## src/ema_va_pkg.sv

```systemverilog
// ----------------------------------------------------------------------------
// ema_va_pkg
// Shared types and constants for the smoothed value, velocity and
// acceleration block: controller states, datapath commands and status.
// ----------------------------------------------------------------------------
package ema_va_pkg;

  // fixed register widths
  localparam int unsigned WEIGHT_BITS = 16;
  localparam int unsigned STEP_BITS   = 32;
  localparam int unsigned CFG_IDX_W   = 1;
  localparam int unsigned CFG_DATA_W  = 32;

  // configuration register indexes
  localparam logic [CFG_IDX_W-1:0] REG_SMOOTHING_WEIGHT = 1'b0;
  localparam logic [CFG_IDX_W-1:0] REG_INV_TIME_STEP    = 1'b1;

  // controller states
  typedef enum logic [2:0] {
    ST_IDLE,
    ST_EMA_MUL,
    ST_EMA_RND,
    ST_VEL_MUL,
    ST_VEL_RND,
    ST_ACC_MUL,
    ST_ACC_RND,
    ST_FINISH
  } state_e;

  // which product the shared multiplier and rounder work on
  typedef enum logic [1:0] {
    OP_EMA,
    OP_VEL,
    OP_ACC
  } op_e;

  // controller to datapath
  typedef struct packed {
    logic load;
    logic mul_en;
    logic rnd_en;
    op_e  op;
    logic commit;
  } cmd_t;

  // datapath to controller
  typedef struct packed {
    logic start;
  } status_t;

endpackage

```

## src/ema_va_ctrl.sv

```systemverilog
// ----------------------------------------------------------------------------
// ema_va_ctrl
// Sequencer: accepts a request, steps the shared multiplier and rounder
// through the smoothing, velocity and acceleration products (skipped for a
// sample that starts a series), then hands the result to the output register.
// ----------------------------------------------------------------------------
module ema_va_ctrl
  import ema_va_pkg::*;
(
  input  logic    clk_i,
  input  logic    rst_ni,
  input  logic    in_valid_i,
  output logic    in_ready_o,
  output logic    out_valid_o,
  input  logic    out_ready_i,
  input  status_t status_i,
  output cmd_t    cmd_o
);

  state_e state_q, state_d;
  logic   out_valid_q, out_valid_d;
  logic   out_free;

  assign out_free = !out_valid_q || out_ready_i;

  // next state
  always_comb begin
    state_d = state_q;
    case (state_q)
      ST_IDLE: begin
        if (in_valid_i) begin
          state_d = status_i.start ? ST_FINISH : ST_EMA_MUL;
        end
      end
      ST_EMA_MUL: state_d = ST_EMA_RND;
      ST_EMA_RND: state_d = ST_VEL_MUL;
      ST_VEL_MUL: state_d = ST_VEL_RND;
      ST_VEL_RND: state_d = ST_ACC_MUL;
      ST_ACC_MUL: state_d = ST_ACC_RND;
      ST_ACC_RND: state_d = ST_FINISH;
      ST_FINISH: begin
        if (out_free) begin
          state_d = ST_IDLE;
        end
      end
      default: state_d = ST_IDLE;
    endcase
  end

  // datapath commands
  always_comb begin
    cmd_o        = '0;
    cmd_o.op     = OP_EMA;
    in_ready_o   = 1'b0;
    case (state_q)
      ST_IDLE: begin
        in_ready_o = 1'b1;
        cmd_o.load = in_valid_i;
      end
      ST_EMA_MUL: begin
        cmd_o.mul_en = 1'b1;
        cmd_o.op     = OP_EMA;
      end
      ST_EMA_RND: begin
        cmd_o.rnd_en = 1'b1;
        cmd_o.op     = OP_EMA;
      end
      ST_VEL_MUL: begin
        cmd_o.mul_en = 1'b1;
        cmd_o.op     = OP_VEL;
      end
      ST_VEL_RND: begin
        cmd_o.rnd_en = 1'b1;
        cmd_o.op     = OP_VEL;
      end
      ST_ACC_MUL: begin
        cmd_o.mul_en = 1'b1;
        cmd_o.op     = OP_ACC;
      end
      ST_ACC_RND: begin
        cmd_o.rnd_en = 1'b1;
        cmd_o.op     = OP_ACC;
      end
      ST_FINISH: begin
        cmd_o.commit = out_free;
      end
      default: begin
        cmd_o = '0;
      end
    endcase
  end

  // output valid flag
  always_comb begin
    out_valid_d = out_valid_q;
    if (cmd_o.commit) begin
      out_valid_d = 1'b1;
    end else if (out_ready_i) begin
      out_valid_d = 1'b0;
    end
  end

  assign out_valid_o = out_valid_q;

  always_ff @(posedge clk_i or negedge rst_ni) begin
    if (!rst_ni) begin
      state_q     <= ST_IDLE;
      out_valid_q <= 1'b0;
    end else begin
      state_q     <= state_d;
      out_valid_q <= out_valid_d;
    end
  end

endmodule

```

## config.mk

```make
export PLATFORM = sky130hd
export DESIGN_NAME = ema_va_ctrl
export DESIGN_NICKNAME = d
export VERILOG_FILES = /design/src/ema_va_pkg.sv /design/src/ema_va_ctrl.sv
export SDC_FILE = /design/constraint.sdc
export NUM_CORES = 1
export LEC_CHECK = 0
export BUFFER_PORTS_ARGS = -buffer_cell sky130_fd_sc_hd__buf_4
export CORE_AREA = 4 4 41 43
export CTS_CLUSTER_DIAMETER = 30
export CTS_CLUSTER_SIZE = 12
export DETAILED_ROUTE_END_ITERATION = 10
export DIE_AREA = 0 0 45 47
export HOLD_SLACK_MARGIN = 0.02
export PLACE_DENSITY = 0.42
export SETUP_SLACK_MARGIN = 0.02
export SYNTH_ARGS = -nofsm -noshare
export SYNTH_HDL_FRONTEND = slang
export SYNTH_SLANG_ARGS = --single-unit
```

## constraint.sdc

```tcl
create_clock -name clk_i -period 1.3 [get_ports clk_i]
set_input_delay 0.39 -clock clk_i [delete_from_list [all_inputs] [get_ports clk_i]]
set_output_delay 0.39 -clock clk_i [all_outputs]
set_load 0.01 [all_outputs]
```

Word-level counts from Yosys, hierarchy flattened. Index checks and enable logic that the tools add are counted.

Divide/modulo/power cells: 0. Reductions and logical operators: 9. Add/sub/neg operators: 0. Shift-type cells: 0. Eq/ne operators: 9. Bitwise logic cells: 0. Multipliers: 0. Mux-type cells: 12. $lt $le $gt $ge: 0.

Operator list (count): $pmux 3 s8 (1); $eq 3x3->1 const B (4); $mux 3 (3); $mux 1 (7); $eq 3x2->1 const B (2); $reduce_or 3->1 (2); $ne 2x2->1 const B (2); $pmux 2 s2 (1); $reduce_or 2->1 (2); $eq 3x1->1 const B (1); $logic_not 3->1 (1); $reduce_and 2->1 (1); $reduce_bool 2->1 (1); $logic_not 1->1 (1); $logic_or 1x1->1 (1).

Logic and storage cells: 32. Memories kept: 0. Memory bits (read-only): 0. Input bits: 5. Flip-flop bits (word level): 4. Output and inout port bits: 8. Bits in latches: 0. Memory bits (writable): 0.

Logic depth before layout (Yosys ltp).
Word-level depth: 4. Gate-level depth with buffers: 4. Depth with buffers taken out: 3.

Worst setup path after synthesis. Ideal clock, no wire load.

Path kind: flip-flop to output port. Start: register state_q[1]. End: output cmd_o[5] (netlist bit). Path buffers: 1. Arrival time: 0.954 ns. Cell stages (with the launch flop): 4. Path slack: -0.044 ns. Data required time: 0.910 ns. Path through: dfrtp_1 > buf_6 > nor3_2 > and2_1.

RTL lines: start: declaration (line ema_va_ctrl.sv:20) `state_e state_q, state_d;`; start signal: assignment (line ema_va_ctrl.sv:110) `state_q <= state_d;`; end: declaration (line ema_va_ctrl.sv:17) `output cmd_t cmd_o`.

==> impl_metrics.csv <==
group,metric,value,unit
floorplanning,rows,13,
global_routing,gr-total-overflow,0,
global_routing,track_usage,0.08623,
place,gp_congestion,0.7334,
logic_synthesis,yosys_warnings,0,
floorplanning,dieWidth,45,um
final_layout,insertedDiodeCount,0,
final_layout,final_common_cell,"buf_4",
route,drtPass1Iterations,4,
sta,hold_slack,0.4343,ns
logic_synthesis,ys_seq_elements,4,
sta,grt_setup_unrepaired,"true",
clock_network,clk_pin_slew_worst_paths,0.04,ns
power,power_density,2752,mW/mm2
critical_path,cp.buffers_inverters,1,
logic_synthesis,syn_area_per_cell,8.524,um2
floorplanning,core-area,0.001301,mm2
sta,finalHoldViolCount,0,
clock_network,clock_path_buffers,2,
outcome,outcome,"finished with violations",
global_routing,grt_start_max_net_pins,11,
flow_run,drv_cap,0,
sta,drv_slew,0,
min_path,hold_class,"input pin to flip-flop",
power,power_leakage,0.2765,nW
place,port_buffers,12,
logic_synthesis,syn-num-nets,37,
critical_path,worstSetupPathType,"flip-flop to primary output",
sta,max_slew_margin,0.8509,
route,route.detailed.drc,0,
final_layout,fin_nets,64,
clock_network,cts_buffers,3,
route,vias,328,
critical_path,crit_fanout,6,
place,post-place-cells,57,
power,ir_drop,0.001145,V
critical_path,cpLargestDelayFamily,"flip-flops",
final_layout,layout-drive-gt1-share,0.7895,
final_layout,final_core_utilization,0.4558,
route,avgViaCountPerCell,4.556,
route,drt_iter0_drc,7,
floorplanning,initial_core_util,0.2096,
sta,tightest_slew,0.2237,ns
final_layout,multi_input_area,216.5,um2
critical_path,cp-end-kind,"primary output",
clock_network,tritoncts,"yes",
sta,final.min_clock_period,1.559,ns
logic_synthesis,synthCells,32,
final_layout,final_cell_mix,"buf_4, buf_6, nor2_2, clkbuf_4, dfrtp_2",
sta,fmax,641.3,MHz
critical_path,worstPathCellList,"nor2b_4, o21a_1, buf_6",
floorplanning,io_pins,13,
critical_path,cp-start-kind,"flip-flop",
floorplanning,die_y,47,um
clock_network,clockRootBuffer,"clkbuf_4",
floorplanning,die_area,0.002115,mm2
global_routing,antenna_found_initial,0,
critical_path,cp.required,0.91,ns
place,hpwl,500.5,um
outcome,violations,"setup timing",
logic_synthesis,yosysSeqAreaShare,0.3670,
final_layout,instances_no_fill,72,
sta,setup_violations,7,
route,drt_wl_total,911,um
clock_network,clock_sinks,4,
critical_path,critPathSlowestCell,"dfrtp_2",
sta,period_share,1.199,
clock_network,htreeDepth,1,
global_routing,grt_pass1_vias,324,
final_layout,syn_to_final_growth,117.4,%
logic_synthesis,ys_types,18,
critical_path,slowest_delay,0.47,ns
route,wl_per_cell,12.65,um
critical_path,worst_ep_arrival_time,1.17,ns
route,drt.antenna.violating_nets,0,
logic_synthesis,syn_area,272.8,um2
final_layout,seqCellArea,103.9,um2
final_layout,n_fill_cell,135,
sta,setup_ws,-0.2593,ns
clock_network,clk_latency,0.23,ns
global_routing,grt_pass1_wl,1311,um
sta,fin_skew,0.0008405,ns
-- registers in the layout (all words and copies together) (netlist names) --
register     flops
state_q          3
out_valid_o      1
-- metrics by stage --
step	area, um2	power, mW	setup WS, ns	setup TNS (ns)
finish	593.1	1.632	-0.2593	-1.599
global route	593.1	1.745	-0.2934	-1.905
CTS	486.7	1.335	-0.2540	-1.513
detailed placement	371.6	0.9012	-0.1170	-0.2648
global placement	371.6	0.8934	-0.08815	-0.1885
floorplan	279.0	0.6980	0.002876	0
-- logic make-up after synthesis --
group	count (synthesis)	share of synthesized area
compound gates	7	0.1789
buf+inv	5	0.1284
flops	4	0.3670
simple gates	16	0.3257
-- synth_stat cells --
master     instances  area share
buf_4              2       0.055
inv_1              1       0.014
nand2b_1           2       0.046
buf_6              1       0.041
nand3b_1           1       0.028
o21ai_0            2       0.037
a21boi_0           1       0.028
nand3_1            3       0.055
a31oi_1            1       0.023
nor3_2             1       0.037
buf_2              1       0.018
nor2b_1            3       0.069
and2_1             1       0.023
o2111ai_1          1       0.032
o21a_1             1       0.028
dfrtp_1            4        0.37
a32oi_1            1       0.032
nor2_1             5       0.069
-- path summary, 6_finish.rpt --
check | start | end | slack, ns | cells after the start
max reg2reg | state_q[1]$_DFFE_PN0P_ | state_q[2]$_DFFE_PN0P_ | 0.11 | 5
min in group asynchronous | rst_ni | state_q[2]$_DFFE_PN0P_ | 0.50 | 2
max | state_q[0]$_DFFE_PN0P_ | cmd_o[2] | -0.26 | 3
min reg2reg | state_q[1]$_DFFE_PN0P_ | state_q[1]$_DFFE_PN0P_ | 0.73 | 2
min | status_i | state_q[1]$_DFFE_PN0P_ | 0.43 | 3
max in group asynchronous | rst_ni | state_q[1]$_DFFE_PN0P_ | 0.69 | 2
-- metal layers --
metal / vias to the layer above / wire (um) / global-route usage / part of all wire
met3: 0 / 24 / 0.01533 / 0.026
met5: - / 0 / 0 / 0
met2: 9 / 495 / 0.1412 / 0.54
met1: 159 / 391 / 0.1027 / 0.43
met4: 0 / 0 / 0.05848 / 0
li1: 160 / - / - / -
-- power by group --
group / switching (mW) / leakage [nW] / internal [mW]
Clock: 0.0452 / 0.0138 / 0.103
Combinational: 0.454 / 0.219 / 0.683
Sequential: 0.148 / 0.0441 / 0.198
Total: 0.647 / 0.277 / 0.985
-- layout make-up --
type,count,area share
Multi-Input combinational cell,23,0.3650
Inverter,1,0.006329
Sequential cell,4,0.1751
Timing Repair Buffer,26,0.3840
Tap cell,15,0.03165
Clock buffer,3,0.03797
-- tightest hold or removal path: cells and delay by family --
| family | cells | cell delay, ns |
|---|---|---|
| simple gates | 2 | 0.14 |
| buf+inv | 1 | 0.09 |
-- timing repair --
action                                  in CTS  in global routing
hold buffers                                 1                  0
endpoints found under the setup margin       7                  8
gates resized for setup                     17                 18
pin swaps                                    3                  6
setup buffers                                6                  5
endpoints found under the hold margin        4                  0
(Power assumes the default switching activity.)
